**config.mk**
```make
export PLATFORM = sky130hd
export DESIGN_NAME = i2c_master_bit_engine_core
export DESIGN_NICKNAME = d
export VERILOG_FILES = /design/src/rtl/core/i2cm_pkg.sv /design/src/rtl/core/i2cm_limit.sv /design/src/rtl/core/i2cm_engine.sv /design/src/rtl/core/i2c_master_bit_engine_core.sv
export SDC_FILE = /design/constraint.sdc
export NUM_CORES = 1
export LEC_CHECK = 0
export BUFFER_PORTS_ARGS = -buffer_cell sky130_fd_sc_hd__buf_2
export CORE_ASPECT_RATIO = 0.8
export CORE_MARGIN = 3
export CORE_UTILIZATION = 26
export DETAILED_ROUTE_END_ITERATION = 16
export GPL_ROUTABILITY_DRIVEN = 0
export SLEW_MARGIN = 20
export SYNTH_ARGS = -nofsm -noshare
export SYNTH_HDL_FRONTEND = slang
export SYNTH_SLANG_ARGS = --single-unit
```
**constraint.sdc**
```tcl
create_clock -name i_clk -period 9 [get_ports i_clk]
set_clock_uncertainty 0.2 [all_clocks]
set_input_delay 0.9 -clock i_clk [delete_from_list [all_inputs] [get_ports i_clk]]
set_output_delay 0.9 -clock i_clk [all_outputs]
set_load 0.03 [all_outputs]
```
**src/rtl/core/i2cm_pkg.sv**
```systemverilog
`default_nettype none

package i2cm_pkg;

    localparam int CFG_W = 16;
    localparam int CFG_IDX_W = 2;

    // Config register indexes
    localparam logic [CFG_IDX_W-1:0] CFG_QUARTER_TICKS  = 2'd0;
    localparam logic [CFG_IDX_W-1:0] CFG_ACK_WAIT_TICKS = 2'd1;

    localparam logic [CFG_W-1:0] QUARTER_TICKS_RST  = 16'd125;
    localparam logic [CFG_W-1:0] ACK_WAIT_TICKS_RST = 16'd250;

    localparam logic [3:0] DATA_BITS    = 4'd8;
    localparam logic [3:0] RESET_CLOCKS = 4'd9;
    localparam int         MSB_INDEX    = 7;

    typedef enum logic [2:0] {
        CMD_TICK  = 3'd0,
        CMD_START = 3'd1,
        CMD_STOP  = 3'd2,
        CMD_WRITE = 3'd3,
        CMD_READ  = 3'd4,
        CMD_BRST  = 3'd5
    } t_cmd;

    typedef enum logic [10:0] {
        S_IDLE     = 11'b000_0000_0001,
        S_START    = 11'b000_0000_0010,
        S_STOP     = 11'b000_0000_0100,
        S_WBIT     = 11'b000_0000_1000,
        S_RBIT     = 11'b000_0001_0000,
        S_WSTRETCH = 11'b000_0010_0000,
        S_RSTRETCH = 11'b000_0100_0000,
        S_WACK     = 11'b000_1000_0000,
        S_POLL     = 11'b001_0000_0000,
        S_RACK     = 11'b010_0000_0000,
        S_BRST     = 11'b100_0000_0000
    } t_state;

    typedef struct packed {
        logic [2:0] cmd;
        logic [7:0] write_data;
        logic       send_ack;
        logic       allow_stretch;
        logic       scl_in;
        logic       sda_in;
    } t_in_item;

    typedef struct packed {
        logic       scl_release;
        logic       sda_release;
        logic       busy_res;
        logic       done_res;
        logic [7:0] read_data;
        logic       ack_seen;
    } t_out_item;

endpackage

`default_nettype wire

```
**src/rtl/core/i2cm_limit.sv**
```systemverilog
`default_nettype none

// Config value to counter limit: saturate to counter max, zero acts as one.
module i2cm_limit
    import i2cm_pkg::*;
#(
    parameter int COUNTER_WIDTH = 16
) (
    input  wire logic [CFG_W-1:0]         i_value,
    output logic      [COUNTER_WIDTH-1:0] o_limit
);

    logic [COUNTER_WIDTH-1:0] w_clamped;

    generate
        if (COUNTER_WIDTH >= CFG_W) begin : g_wide
            assign w_clamped = COUNTER_WIDTH'(i_value);
        end else begin : g_narrow
            assign w_clamped = (|i_value[CFG_W-1:COUNTER_WIDTH]) ? '1
                             : i_value[COUNTER_WIDTH-1:0];
        end
    endgenerate

    assign o_limit = (w_clamped == '0) ? COUNTER_WIDTH'(1) : w_clamped;

endmodule

`default_nettype wire

```
**src/rtl/core/i2cm_engine.sv**
```systemverilog
`default_nettype none

// Bit sequencer: one tick per step, result is the post-tick pin/status view.
module i2cm_engine
    import i2cm_pkg::*;
#(
    parameter int COUNTER_WIDTH = 16
) (
    input  wire logic                     i_clk,
    input  wire logic                     i_rst_n,
    input  wire logic                     i_step,
    input  wire t_in_item                 i_item,
    input  wire logic [COUNTER_WIDTH-1:0] i_qlim,
    input  wire logic [COUNTER_WIDTH-1:0] i_wlim,
    output t_out_item                     o_result
);

    localparam logic [COUNTER_WIDTH-1:0] CNT_ONE = COUNTER_WIDTH'(1);

    t_state                   r_state, n_state;
    logic [3:0]               r_bit_count, n_bit_count;
    logic [7:0]               r_shift, n_shift;
    logic [COUNTER_WIDTH-1:0] r_qcount, n_qcount;
    logic [1:0]               r_phase, n_phase;
    logic [COUNTER_WIDTH-1:0] r_awcount, n_awcount;
    logic                     r_scl, n_scl;
    logic                     r_sda, n_sda;
    logic                     r_ack_flag, n_ack_flag;
    logic                     r_ack_l, n_ack_l;
    logic                     r_str_l, n_str_l;
    logic [7:0]               r_rd_byte, n_rd_byte;

    logic   w_done;
    logic   w_ent;
    t_state w_ent_st;
    logic [1:0] w_ent_ph;
    logic   w_fin;
    logic   w_qtick;

    always_comb begin
        n_state     = r_state;
        n_bit_count = r_bit_count;
        n_shift     = r_shift;
        n_qcount    = r_qcount;
        n_phase     = r_phase;
        n_awcount   = r_awcount;
        n_scl       = r_scl;
        n_sda       = r_sda;
        n_ack_flag  = r_ack_flag;
        n_ack_l     = r_ack_l;
        n_str_l     = r_str_l;
        n_rd_byte   = r_rd_byte;
        w_done      = 1'b0;
        w_ent       = 1'b0;
        w_ent_st    = S_IDLE;
        w_ent_ph    = 2'd0;
        w_fin       = 1'b0;
        w_qtick     = 1'b0;

        case (r_state)
            S_IDLE: begin
                case (i_item.cmd)
                    CMD_START: begin
                        w_ent = 1'b1; w_ent_st = S_START;
                    end
                    CMD_STOP: begin
                        w_ent = 1'b1; w_ent_st = S_STOP;
                    end
                    CMD_WRITE: begin
                        w_ent = 1'b1; w_ent_st = S_WBIT;
                        n_shift = i_item.write_data;
                    end
                    CMD_READ: begin
                        w_ent = 1'b1; w_ent_st = S_RBIT;
                        n_shift = '0;
                    end
                    CMD_BRST: begin
                        w_ent = 1'b1; w_ent_st = S_BRST;
                    end
                    default: ;
                endcase
                if (w_ent) begin
                    n_ack_l     = i_item.send_ack;
                    n_str_l     = i_item.allow_stretch;
                    n_bit_count = '0;
                end
            end
            S_WSTRETCH, S_RSTRETCH: begin
                if (i_item.scl_in) begin
                    w_ent    = 1'b1;
                    w_ent_st = (r_state == S_WSTRETCH) ? S_WACK : S_RACK;
                end
            end
            S_POLL: begin
                if (!i_item.sda_in) begin
                    n_ack_flag = 1'b1;
                    w_fin      = 1'b1;
                end else begin
                    n_awcount = r_awcount + CNT_ONE;
                    if (n_awcount >= i_wlim) begin
                        n_ack_flag = 1'b0;
                        w_fin      = 1'b1;
                    end
                end
            end
            default: begin
                // timed states: advance at the end of a quarter
                if (r_qcount >= i_qlim) begin
                    case (r_state)
                        S_START: begin
                            n_sda = 1'b0;
                            w_fin = 1'b1;
                        end
                        S_STOP: begin
                            if (r_phase == 2'd0) begin
                                w_ent = 1'b1; w_ent_st = S_STOP; w_ent_ph = 2'd1;
                            end else begin
                                n_scl = 1'b1;
                                n_sda = 1'b1;
                                w_fin = 1'b1;
                            end
                        end
                        S_WBIT: begin
                            w_ent = 1'b1;
                            if (r_phase != 2'd3) begin
                                w_ent_st = S_WBIT; w_ent_ph = r_phase + 2'd1;
                            end else begin
                                n_shift     = {r_shift[MSB_INDEX-1:0], 1'b0};
                                n_bit_count = r_bit_count + 4'd1;
                                if (n_bit_count < DATA_BITS) begin
                                    w_ent_st = S_WBIT;
                                end else begin
                                    n_bit_count = '0;
                                    w_ent_st = r_str_l ? S_WSTRETCH : S_WACK;
                                end
                            end
                        end
                        S_RBIT: begin
                            w_ent = 1'b1;
                            if (r_phase != 2'd3) begin
                                w_ent_st = S_RBIT; w_ent_ph = r_phase + 2'd1;
                            end else begin
                                n_shift     = {r_shift[MSB_INDEX-1:0], i_item.sda_in};
                                n_bit_count = r_bit_count + 4'd1;
                                if (n_bit_count < DATA_BITS) begin
                                    w_ent_st = S_RBIT;
                                end else begin
                                    n_rd_byte   = n_shift;
                                    n_bit_count = '0;
                                    w_ent_st = r_str_l ? S_RSTRETCH : S_RACK;
                                end
                            end
                        end
                        S_WACK: begin
                            w_ent = 1'b1;
                            if (r_phase == 2'd0) begin
                                w_ent_st = S_WACK; w_ent_ph = 2'd1;
                            end else begin
                                w_ent_st = S_POLL;
                            end
                        end
                        S_RACK: begin
                            if (r_phase != 2'd3) begin
                                w_ent = 1'b1; w_ent_st = S_RACK; w_ent_ph = r_phase + 2'd1;
                            end else begin
                                w_fin = 1'b1;
                            end
                        end
                        S_BRST: begin
                            if (r_phase != 2'd3) begin
                                w_ent = 1'b1; w_ent_st = S_BRST; w_ent_ph = r_phase + 2'd1;
                            end else begin
                                n_bit_count = r_bit_count + 4'd1;
                                if (n_bit_count < RESET_CLOCKS) begin
                                    w_ent = 1'b1; w_ent_st = S_BRST;
                                end else begin
                                    n_bit_count = '0;
                                    w_fin = 1'b1;
                                end
                            end
                        end
                        default: w_fin = 1'b1;
                    endcase
                end else begin
                    w_qtick = 1'b1;
                end
            end
        endcase

        // state entry: every entry path leaves the quarter counter at one
        if (w_ent) begin
            n_state  = w_ent_st;
            n_phase  = w_ent_ph;
            n_qcount = CNT_ONE;
            case (w_ent_st)
                S_START: begin
                    n_scl = 1'b1; n_sda = 1'b1;
                end
                S_STOP: begin
                    n_scl = (w_ent_ph >= 2'd1); n_sda = 1'b0;
                end
                S_WBIT: begin
                    n_scl = (w_ent_ph >= 2'd2);
                    if (w_ent_ph >= 2'd1) n_sda = n_shift[MSB_INDEX];
                end
                S_RBIT, S_BRST: begin
                    n_scl = (w_ent_ph >= 2'd2); n_sda = 1'b1;
                end
                S_WSTRETCH, S_RSTRETCH: n_scl = 1'b1;
                S_WACK: begin
                    n_scl = 1'b0; n_sda = 1'b1;
                end
                S_POLL: begin
                    n_scl = 1'b1; n_sda = 1'b1; n_awcount = '0;
                end
                S_RACK: begin
                    n_scl = (w_ent_ph >= 2'd2);
                    if (w_ent_ph >= 2'd1) n_sda = !n_ack_l;
                end
                default: ;
            endcase
        end else if (w_fin) begin
            n_state  = S_IDLE;
            n_phase  = 2'd0;
            n_qcount = '0;
            w_done   = 1'b1;
        end else if (w_qtick) begin
            n_qcount = r_qcount + CNT_ONE;
        end
    end

    always_ff @(posedge i_clk) begin
        if (!i_rst_n) begin
            r_state     <= S_IDLE;
            r_bit_count <= '0;
            r_shift     <= '0;
            r_qcount    <= '0;
            r_phase     <= 2'd0;
            r_awcount   <= '0;
            r_scl       <= 1'b1;
            r_sda       <= 1'b1;
            r_ack_flag  <= 1'b0;
            r_ack_l     <= 1'b0;
            r_str_l     <= 1'b0;
            r_rd_byte   <= '0;
        end else if (i_step) begin
            r_state     <= n_state;
            r_bit_count <= n_bit_count;
            r_shift     <= n_shift;
            r_qcount    <= n_qcount;
            r_phase     <= n_phase;
            r_awcount   <= n_awcount;
            r_scl       <= n_scl;
            r_sda       <= n_sda;
            r_ack_flag  <= n_ack_flag;
            r_ack_l     <= n_ack_l;
            r_str_l     <= n_str_l;
            r_rd_byte   <= n_rd_byte;
        end
    end

    always_comb begin
        o_result.scl_release = n_scl;
        o_result.sda_release = n_sda;
        o_result.busy_res    = (n_state != S_IDLE);
        o_result.done_res    = w_done;
        o_result.read_data   = n_rd_byte;
        o_result.ack_seen    = n_ack_flag;
    end

    a_idle_clear: assert property (@(posedge i_clk) disable iff (!i_rst_n)
        r_state == S_IDLE |-> r_qcount == '0 && r_phase == 2'd0)
        else $error("idle with quarter timing not cleared");

    a_stretch_bits: assert property (@(posedge i_clk) disable iff (!i_rst_n)
        (r_state == S_WSTRETCH || r_state == S_RSTRETCH) |-> r_bit_count == '0)
        else $error("bit count not cleared after data bits");

    a_bit_range: assert property (@(posedge i_clk) disable iff (!i_rst_n)
        (r_state == S_WBIT || r_state == S_RBIT) |-> r_bit_count < DATA_BITS)
        else $error("data bit count out of range");

    a_ack_seen: assert property (@(posedge i_clk) disable iff (!i_rst_n)
        i_step && r_state == S_POLL && !i_item.sda_in |=> r_ack_flag && r_state == S_IDLE)
        else $error("low SDA during poll not taken as ack");

endmodule

`default_nettype wire

```
**src/rtl/core/i2c_master_bit_engine_core.sv**
```systemverilog
`default_nettype none

// I2C master bit engine.
// Input channel (i_in_valid / o_in_stall, i_in_item): one beat per SCL-timing
// tick. Each beat carries a command (tick, start, stop, write, read, bus
// reset), its operands and the sampled SCL/SDA pin levels. Commands are taken
// only while the engine is idle; otherwise they are ignored.
// Output channel (o_out_valid / i_out_stall, o_out_item): exactly one beat per
// input beat, with the open-drain drive levels, busy/done and last read/ack.
// Config channel (i_cfg_valid / o_cfg_ready, index + data): quarter_ticks (0)
// and ack_wait_ticks (1); o_cfg_ready is always high. Write only while idle.
// Path: input register, then sequencer logic, then result register. Throughput
// is one beat per cycle while the result side does not stall.
// Stall: the result register holds; the input register keeps taking beats
// until it is also full, then o_in_stall rises. No beat is dropped.
// Reset: bus released, engine idle, quarter_ticks = 125, ack_wait_ticks = 250.
module i2c_master_bit_engine_core
    import i2cm_pkg::*;
#(
    parameter int COUNTER_WIDTH = 16
) (
    input  wire logic                 i_clk,
    input  wire logic                 i_rst_n,
    input  wire logic                 i_in_valid,
    output logic                      o_in_stall,
    input  wire t_in_item             i_in_item,
    output logic                      o_out_valid,
    input  wire logic                 i_out_stall,
    output t_out_item                 o_out_item,
    input  wire logic                 i_cfg_valid,
    output logic                      o_cfg_ready,
    input  wire logic [CFG_IDX_W-1:0] i_cfg_index,
    input  wire logic [CFG_W-1:0]     i_cfg_data
);

    // config registers
    logic [CFG_W-1:0] r_quarter_ticks;
    logic [CFG_W-1:0] r_ack_wait_ticks;

    // input stage
    logic     r_in_valid;
    t_in_item r_in_item;

    // result stage
    logic      r_out_valid;
    t_out_item r_out_item;

    logic                     w_advance;   // result register can take a beat
    logic                     w_step;      // sequencer consumes the held beat
    logic [COUNTER_WIDTH-1:0] w_qlim;
    logic [COUNTER_WIDTH-1:0] w_wlim;
    t_out_item                w_result;

    assign o_cfg_ready = 1'b1;

    always_ff @(posedge i_clk) begin
        if (!i_rst_n) begin
            r_quarter_ticks  <= QUARTER_TICKS_RST;
            r_ack_wait_ticks <= ACK_WAIT_TICKS_RST;
        end else if (i_cfg_valid && o_cfg_ready) begin
            case (i_cfg_index)
                CFG_QUARTER_TICKS:  r_quarter_ticks  <= i_cfg_data;
                CFG_ACK_WAIT_TICKS: r_ack_wait_ticks <= i_cfg_data;
                default: ;
            endcase
        end
    end

    i2cm_limit #(
        .COUNTER_WIDTH(COUNTER_WIDTH)
    ) u_qlim (
        .i_value(r_quarter_ticks),
        .o_limit(w_qlim)
    );

    i2cm_limit #(
        .COUNTER_WIDTH(COUNTER_WIDTH)
    ) u_wlim (
        .i_value(r_ack_wait_ticks),
        .o_limit(w_wlim)
    );

    assign w_advance  = !r_out_valid || !i_out_stall;
    assign w_step     = r_in_valid && w_advance;
    assign o_in_stall = r_in_valid && !w_advance;

    always_ff @(posedge i_clk) begin
        if (!i_rst_n) begin
            r_in_valid <= 1'b0;
        end else if (!o_in_stall) begin
            r_in_valid <= i_in_valid;
        end
    end

    always_ff @(posedge i_clk) begin
        if (!o_in_stall && i_in_valid) begin
            r_in_item <= i_in_item;
        end
    end

    i2cm_engine #(
        .COUNTER_WIDTH(COUNTER_WIDTH)
    ) u_engine (
        .i_clk   (i_clk),
        .i_rst_n (i_rst_n),
        .i_step  (w_step),
        .i_item  (r_in_item),
        .i_qlim  (w_qlim),
        .i_wlim  (w_wlim),
        .o_result(w_result)
    );

    always_ff @(posedge i_clk) begin
        if (!i_rst_n) begin
            r_out_valid <= 1'b0;
        end else if (w_advance) begin
            r_out_valid <= r_in_valid;
        end
    end

    always_ff @(posedge i_clk) begin
        if (w_step) begin
            r_out_item <= w_result;
        end
    end

    assign o_out_valid = r_out_valid;
    assign o_out_item  = r_out_item;

endmodule

`default_nettype wire

```
== Yosys cells after proc, flatten, opt, wreduce, memory -nomap -nowiden ==
Index checks and enable logic that the tools add are counted.

* Add/sub/neg operators: 4
* $mul: 0
* Divide/modulo/power cells: 0
* $lt $le $gt $ge: 6
* Equality and inequality tests: 35
* Shifts and indexed selects: 0
* Multiplexer cells: 95
* Bitwise gates (word level): 1
* Reductions and logical operators: 37

{| class="wikitable"
|+ Operator list
! cell !! count
|-
| $mux W16 || 9
|-
| $mux W11 || 10
|-
| $mux W8 || 9
|-
| $pmux W11 S6 || 1
|-
| $pmux W11 S5 || 1
|-
| $pmux W8 S2 || 3
|-
| $mux W1 || 35
|-
| $pmux W11 S3 || 1
|-
| $add A16 B1 Y16 const B || 2
|-
| $ge A16 B16 Y1 || 2
|-
| $logic_not A16 Y1 || 2
|-
| $mux W10 || 3
|-
| $mux W4 || 6
|-
| $eq A11 B10 Y1 const B || 2
|-
| $eq A11 B11 Y1 const B || 2
|-
| $eq A11 B2 Y1 const B || 2
|-
| $eq A11 B3 Y1 const B || 2
|-
| $eq A11 B4 Y1 const B || 2
|-
| $eq A11 B5 Y1 const B || 2
|-
| $eq A11 B6 Y1 const B || 2
|-
| $eq A11 B7 Y1 const B || 2
|-
| $eq A11 B8 Y1 const B || 2
|-
| $eq A11 B9 Y1 const B || 2
|-
| $pmux W1 S4 || 4
|-
| other kinds (34) || 70
|}

* Register bits: 132
* Bits in latches: 0
* RAM bits: 0
* ROM bits: 0
* Output and inout bits: 16
* Logic and storage cells: 207
* Memories: 0

== Logic depth before layout (Yosys ltp) ==
* Word-level depth: 11
* Mapped depth: 16

== Cells and area by module ==
Synthesis repeated with hierarchy kept, for this count alone.

* Cell total of the unflattened synthesis: 871
* Area, all modules: 7,787.5 µm²

{| class="wikitable"
|+ Modules (own cells, without submodules)
! module !! times used !! cells an instance !! area an instance (µm²) !! sequential area each (µm²)
|-
| i2cm_engine || 1 || 665 || 5,390.2 || 1,401.3
|-
| i2c_master_bit_engine_core || 1 || 166 || 2,217.1 || 1,521.5
|-
| i2cm_limit || 2 || 20 || 90.1 || 0.0
|}

== Worst setup path before layout ==
Ideal clock, no wire load.

* Path type: register to register
* Start: register u_engine.r_awcount[0]
* End: register u_engine.r_state[5]
* Setup time: 0.117 ns
* Arrival time: 3.005 ns
* Path slack: 5.678 ns
* Stages on the path, launching flop included: 15
* Buffers on the path: 1
* Clock period less this slack: 3.322 ns
* Cells stage by stage: dfxtp_1 -> ha_1 -> nand3_1 -> nor2_1 -> xor2_1 -> ha_1 -> nand4_1 -> o311a_1 -> o21a_1 -> o211a_1 -> o22ai_2 -> nor2b_4 -> o21a_1 -> buf_6 -> a22o_1

* Cells in the longest elaborated chain, start to end: 7

{| class="wikitable"
|+ RTL lines
! item !! line !! RTL
|-
| from (decl) || i2cm_engine.sv:25 || <nowiki>logic [COUNTER_WIDTH-1:0] r_awcount, n_awcount;</nowiki>
|-
| from (signal assigned) || i2cm_engine.sv:252 || <nowiki>r_awcount <= n_awcount;</nowiki>
|-
| $add A16 B1 Y16 || i2cm_engine.sv:99 || <nowiki>n_awcount = r_awcount + CNT_ONE;</nowiki>
|-
| $ge A16 B16 Y1 || i2cm_engine.sv:100 || <nowiki>if (n_awcount >= i_wlim) begin</nowiki>
|-
| $mux W1 || i2cm_engine.sv:100 ||
|-
| $mux W1 || i2cm_engine.sv:95 || <nowiki>if (!i_item.sda_in) begin</nowiki>
|-
| $pmux W1 S2 || i2cm_engine.sv:60 || <nowiki>case (r_state)</nowiki>
|-
| $mux W11 || i2cm_engine.sv:222 || <nowiki>end else if (w_fin) begin</nowiki>
|-
| $mux W11 || i2cm_engine.sv:191 || <nowiki>if (w_ent) begin</nowiki>
|-
| to (signal assigned) || i2cm_engine.sv:247 || <nowiki>r_state <= n_state;</nowiki>
|-
| to (decl) || i2cm_engine.sv:20 || <nowiki>t_state r_state, n_state;</nowiki>
|}

Every way passes these cells.
A chain may end at the register's enable or synchronous reset.

== Final worst setup path ==
* Start: register r_quarter_ticks[8]
* End: register u_engine.r_phase[1]

* Cells in the longest elaborated chain, start to end: 7

{| class="wikitable"
|+ RTL lines
! item !! line !! RTL
|-
| from (decl) || i2c_master_bit_engine_core.sv:37 || <nowiki>logic [CFG_W-1:0] r_quarter_ticks;</nowiki>
|-
| from (signal assigned) || i2c_master_bit_engine_core.sv:62 || <nowiki>CFG_QUARTER_TICKS: r_quarter_ticks <= i_cfg_data;</nowiki>
|-
| $logic_not A16 Y1 || i2cm_limit.sv:24 || <nowiki>assign o_limit = (w_clamped == '0) ? COUNTER_WIDTH'(1) : w_clamped;</nowiki>
|-
| $mux W16 (*) || i2cm_limit.sv:24 ||
|-
| $ge A16 B16 Y1 (*) || i2cm_engine.sv:108 || <nowiki>if (r_qcount >= i_qlim) begin</nowiki>
|-
| $mux W1 || i2cm_engine.sv:108 ||
|-
| $pmux W1 S3 or $pmux W1 S2 (tied branches) || i2cm_engine.sv:60 ||
|-
| $reduce_bool A2 Y1 (no line) || n/a ||
|-
| $reduce_and A2 Y1 (no line) || n/a ||
|-
| to (signal assigned) || i2cm_engine.sv:251 || <nowiki>r_phase <= n_phase;</nowiki>
|-
| to (decl) || i2cm_engine.sv:24 || <nowiki>logic [1:0] r_phase, n_phase;</nowiki>
|}

Mark *: on every way between the ends. The rest lies on a longest branch, timed or not.

==> summary.md <==
| Metric | Value |
|---|---|
| Post-route ant nets | `0` |
| Layout overhead on the synthesized area | `15.6%` |
| Synthesized cell area | `0.00732 mm²` |
| # setup viols final | `0` |
| HP Class | `register to register` |
| First-pass GRT wire length | `32500 µm` |
| Final hold vios | `0` |
| Share of cells above drive strength 1 | `12.2%` |
| Async set or reset register ratio after synthesis | `0%` |
| Worst-margin pin slew | `848 ps` |
| Hold Buf Count CTS | `0` |
| Final setup margin | `5130 ps` |
| Site row count | `54` |
| Post-CTS Resized | `0` |
| Die area | `0.0302 mm²` |
| Number of remaining DRC errors | `0` |
| Commonest register cell after synthesis | `dfxtp_1` |
| Clock Latency Late Sink | `430 ps` |
| Nets | `962` |
| Core area | `0.0275 mm²` |
| WL per Instance | `16.0 µm` |
| Outcome | `finished, final reports clean` |
| Slew Viols, Final | `0` |
| GR Util All Layers | `13.5%` |
| Buffer count from post-CTS setup fixing | `0` |
| Crit-path max FO | `15` |
| Worst Path Arrival | `4020 ps` |
| Period utilization | `43.0%` |
| Vias | `6378` |
| VDD IR-drop max | `147 µV` |
| RSZ-0062 raised after global routing | `false` |
| Initial core utilization | `26.6%` |
| Post-route minimum period | `3870 ps` |
| Yosys warns | `0` |
| Max transition margin | `43.3%` |
| Vias in the first global route | `5778` |
| Kind of critical path | `register to register` |
| Pwr dens | `167 mW/mm²` |
| Placed instance area | `0.00792 mm²` |
| CTS Sinks | `132` |
| Clock buffer depth | `2` |
| CP startpoint kind | `register` |
| Leak | `0.00321 µW` |
| Distinct cells, synth | `76` |
| Diodes inserted | `0` |
| Fmax | `0.258 GHz` |
| Port Buf Inserts | `52` |
| Dpl hpwl | `14900 µm` |
| Drt initial violations | `523` |
| I/O pin count | `54` |
| Max_cap viols | `0` |
| Largest net degree at the start of global routing | `53` |
| Grt total ovfl | `0` |
| Critical Path RT | `9160 ps` |
| Mapped Cells | `849` |
| Setup TNS | `0 ps` |
| Fillers | `2861` |
| Worst setup EP type | `register` |
| Final Cell Area | `0.00847 mm²` |
| Routed wire length | `20200 µm` |
| Total CTS buffers | `17` |
| Syn_nets | `925` |
| Clock transition at path regs | `60 ps` |
| Syn avg cell area | `8.63 µm²` |
| Via density | `5.05` |
| Die X | `194 µm` |
| 1st-pass router iterations | `5` |
| Synthesized flop and latch total | `132` |
| Initial antenna violation count | `0` |
| CTS tree | `done` |
| Worst slack, placed | `5160 ps` |
| Seq/Total Area, Yosys | `39.9%` |
| # H-tree levels | `4` |
| Die height | `156 µm` |
| Post-synth EDFFs | `28` |
| CTS root buf | `clkbuf_16` |
==> per-layer routing <==
layer | wire, µm | vias up | GRT usage (%)
met1 | 10500 | 3004 | 20.8
met2 | 8190 | 220 | 18.6
met4 | 160 | 0 | 3.86
met5 | 0 | - | 0
met3 | 1340 | 12 | 3.15
li1 | - | 3142 | -
==> synth_stat cells (3+ instances only) <==
cell type / instances / share of area (%)
nor4_2: 3 / 0.51
and2_1: 9 / 0.77
nand3_1: 26 / 1.8
nand4_1: 13 / 1.1
inv_1: 44 / 2.3
nor3_1: 13 / 0.89
a41oi_1: 11 / 1.3
mux2_2: 4 / 0.61
o21ai_0: 44 / 3.0
a22o_1: 8 / 0.96
nor4_1: 11 / 0.94
o211ai_1: 20 / 2.0
xor2_1: 4 / 0.48
nand2b_1: 12 / 1.0
dfxtp_1: 104 / 28
a21o_1: 6 / 0.61
and3_1: 11 / 0.94
o211a_1: 8 / 1.1
or3_1: 5 / 0.43
o21a_1: 6 / 0.61
a211oi_1: 3 / 0.31
nor2_1: 48 / 2.5
a21boi_1: 3 / 0.31
a21boi_0: 31 / 3.2
a41o_1: 3 / 0.41
and3b_1: 3 / 0.36
a22oi_1: 11 / 1.1
ha_1: 38 / 6.5
o2bb2ai_1: 5 / 0.60
clkbuf_1: 29 / 1.5
a21oi_1: 29 / 2.0
or4_1: 5 / 0.51
nor3b_1: 5 / 0.51
nand2_1: 141 / 7.2
nor4b_1: 3 / 0.36
a31oi_1: 10 / 0.85
buf_2: 7 / 0.48
or2_2: 4 / 0.34
xnor2_1: 19 / 2.3
nor2b_1: 19 / 1.6
buf_4: 3 / 0.31
edfxtp_1: 28 / 11
==> critical path, cell delays in order (launching register included) <==
cell      delay (ps)
dfxtp_1          330
nor4_1           310
a41o_1           220
ha_1             220
and3_1           130
o21ai_0          160
a311o_1          310
a21oi_1           90
buf_4            210
o21a_1           190
a211oi_2         380
nor2b_4          280
o21a_1           530
a22o_1           230
==> metrics by stage <==
step                      power [µW]  hold WS, ps  instances  utilization [%]
after CTS                       1430          268       1263             30.8
after detailed placement         767          261       1231             28.8
after floorplan                  724          240        849                -
after global routing            1470          289       1263             30.8
final                           1420          265       1263             30.8
after global placement           766          247       1231             28.8
==> placed cells by master (no fill, tap or decap), types with 9 or more instances in the layout <==
cell type / n
ha_1: 38
xnor2_1: 19
nand4_1: 13
a31oi_1: 10
nor2b_1: 19
a21oi_1: 29
nand3_1: 26
clkbuf_16: 17
edfxtp_1: 28
dfxtp_1: 104
inv_1: 44
a22oi_1: 11
nor3_1: 13
o211ai_1: 20
nand2b_1: 12
and3_1: 11
o21ai_0: 44
a21boi_0: 31
nand2_1: 141
a41oi_1: 11
and2_1: 9
nor4_1: 11
nor2_1: 48
buf_2: 52
==> final timing paths <==
kind                              start                     to  slack (ps)  depth (start not counted)
hold reg to reg   u_engine.r_rd_byte[1]  u_engine.r_rd_byte[1]         260                          2
setup / recovery     r_quarter_ticks[8]    u_engine.r_phase[1]        5130                         13
setup reg to reg     r_quarter_ticks[8]    u_engine.r_phase[1]        5130                         13
hold / removal    u_engine.r_rd_byte[1]  u_engine.r_rd_byte[1]         260                          2
==> registers in the layout, indices dropped and copies added (netlist names), 2 cells and up <==
register,count
u_engine.r_shift,8
r_in_item,15
u_engine.r_bit_count,4
o_out_item,13
r_ack_wait_ticks,16
u_engine.r_awcount,16
r_quarter_ticks,16
u_engine.r_state,11
u_engine.r_rd_byte,8
u_engine.r_phase,2
u_engine.r_qcount,16
==> cells by family (layout without fill, tap and decap cells) <==
kind of cell	after synthesis	after routing	synth area share (%)
buf+inv	86	136	4.89
mux	5	5	0.752
other cells	1	1	0.0512
compound gates	218	218	21.1
fa+ha+maj	38	38	6.49
simple gates	346	346	24.1
flops	132	132	39.9
xor+xnor	23	23	2.75
==> where the power goes <==
part           leakage, µW  total, µW  switching, µW  internal, µW
Sequential         0.00110        639           15.7           623
Clock             0.000262        660            255           405
Combinational      0.00185        117           77.1          40.1
Total              0.00321       1420            348          1070
==> layout make-up <==
type                       count  area (µm²)  share of cell area, %
multi-input combinational    631        4060                   47.9
clock inverter                10         110                   1.30
inverter                      45         169                   1.99
clock buffer                  22         444                   5.24
timing repair buffer          59         313                   3.69
sequential                   132        2920                   34.5
tap                          364         455                   5.38
(Power assumes the default switching activity.)
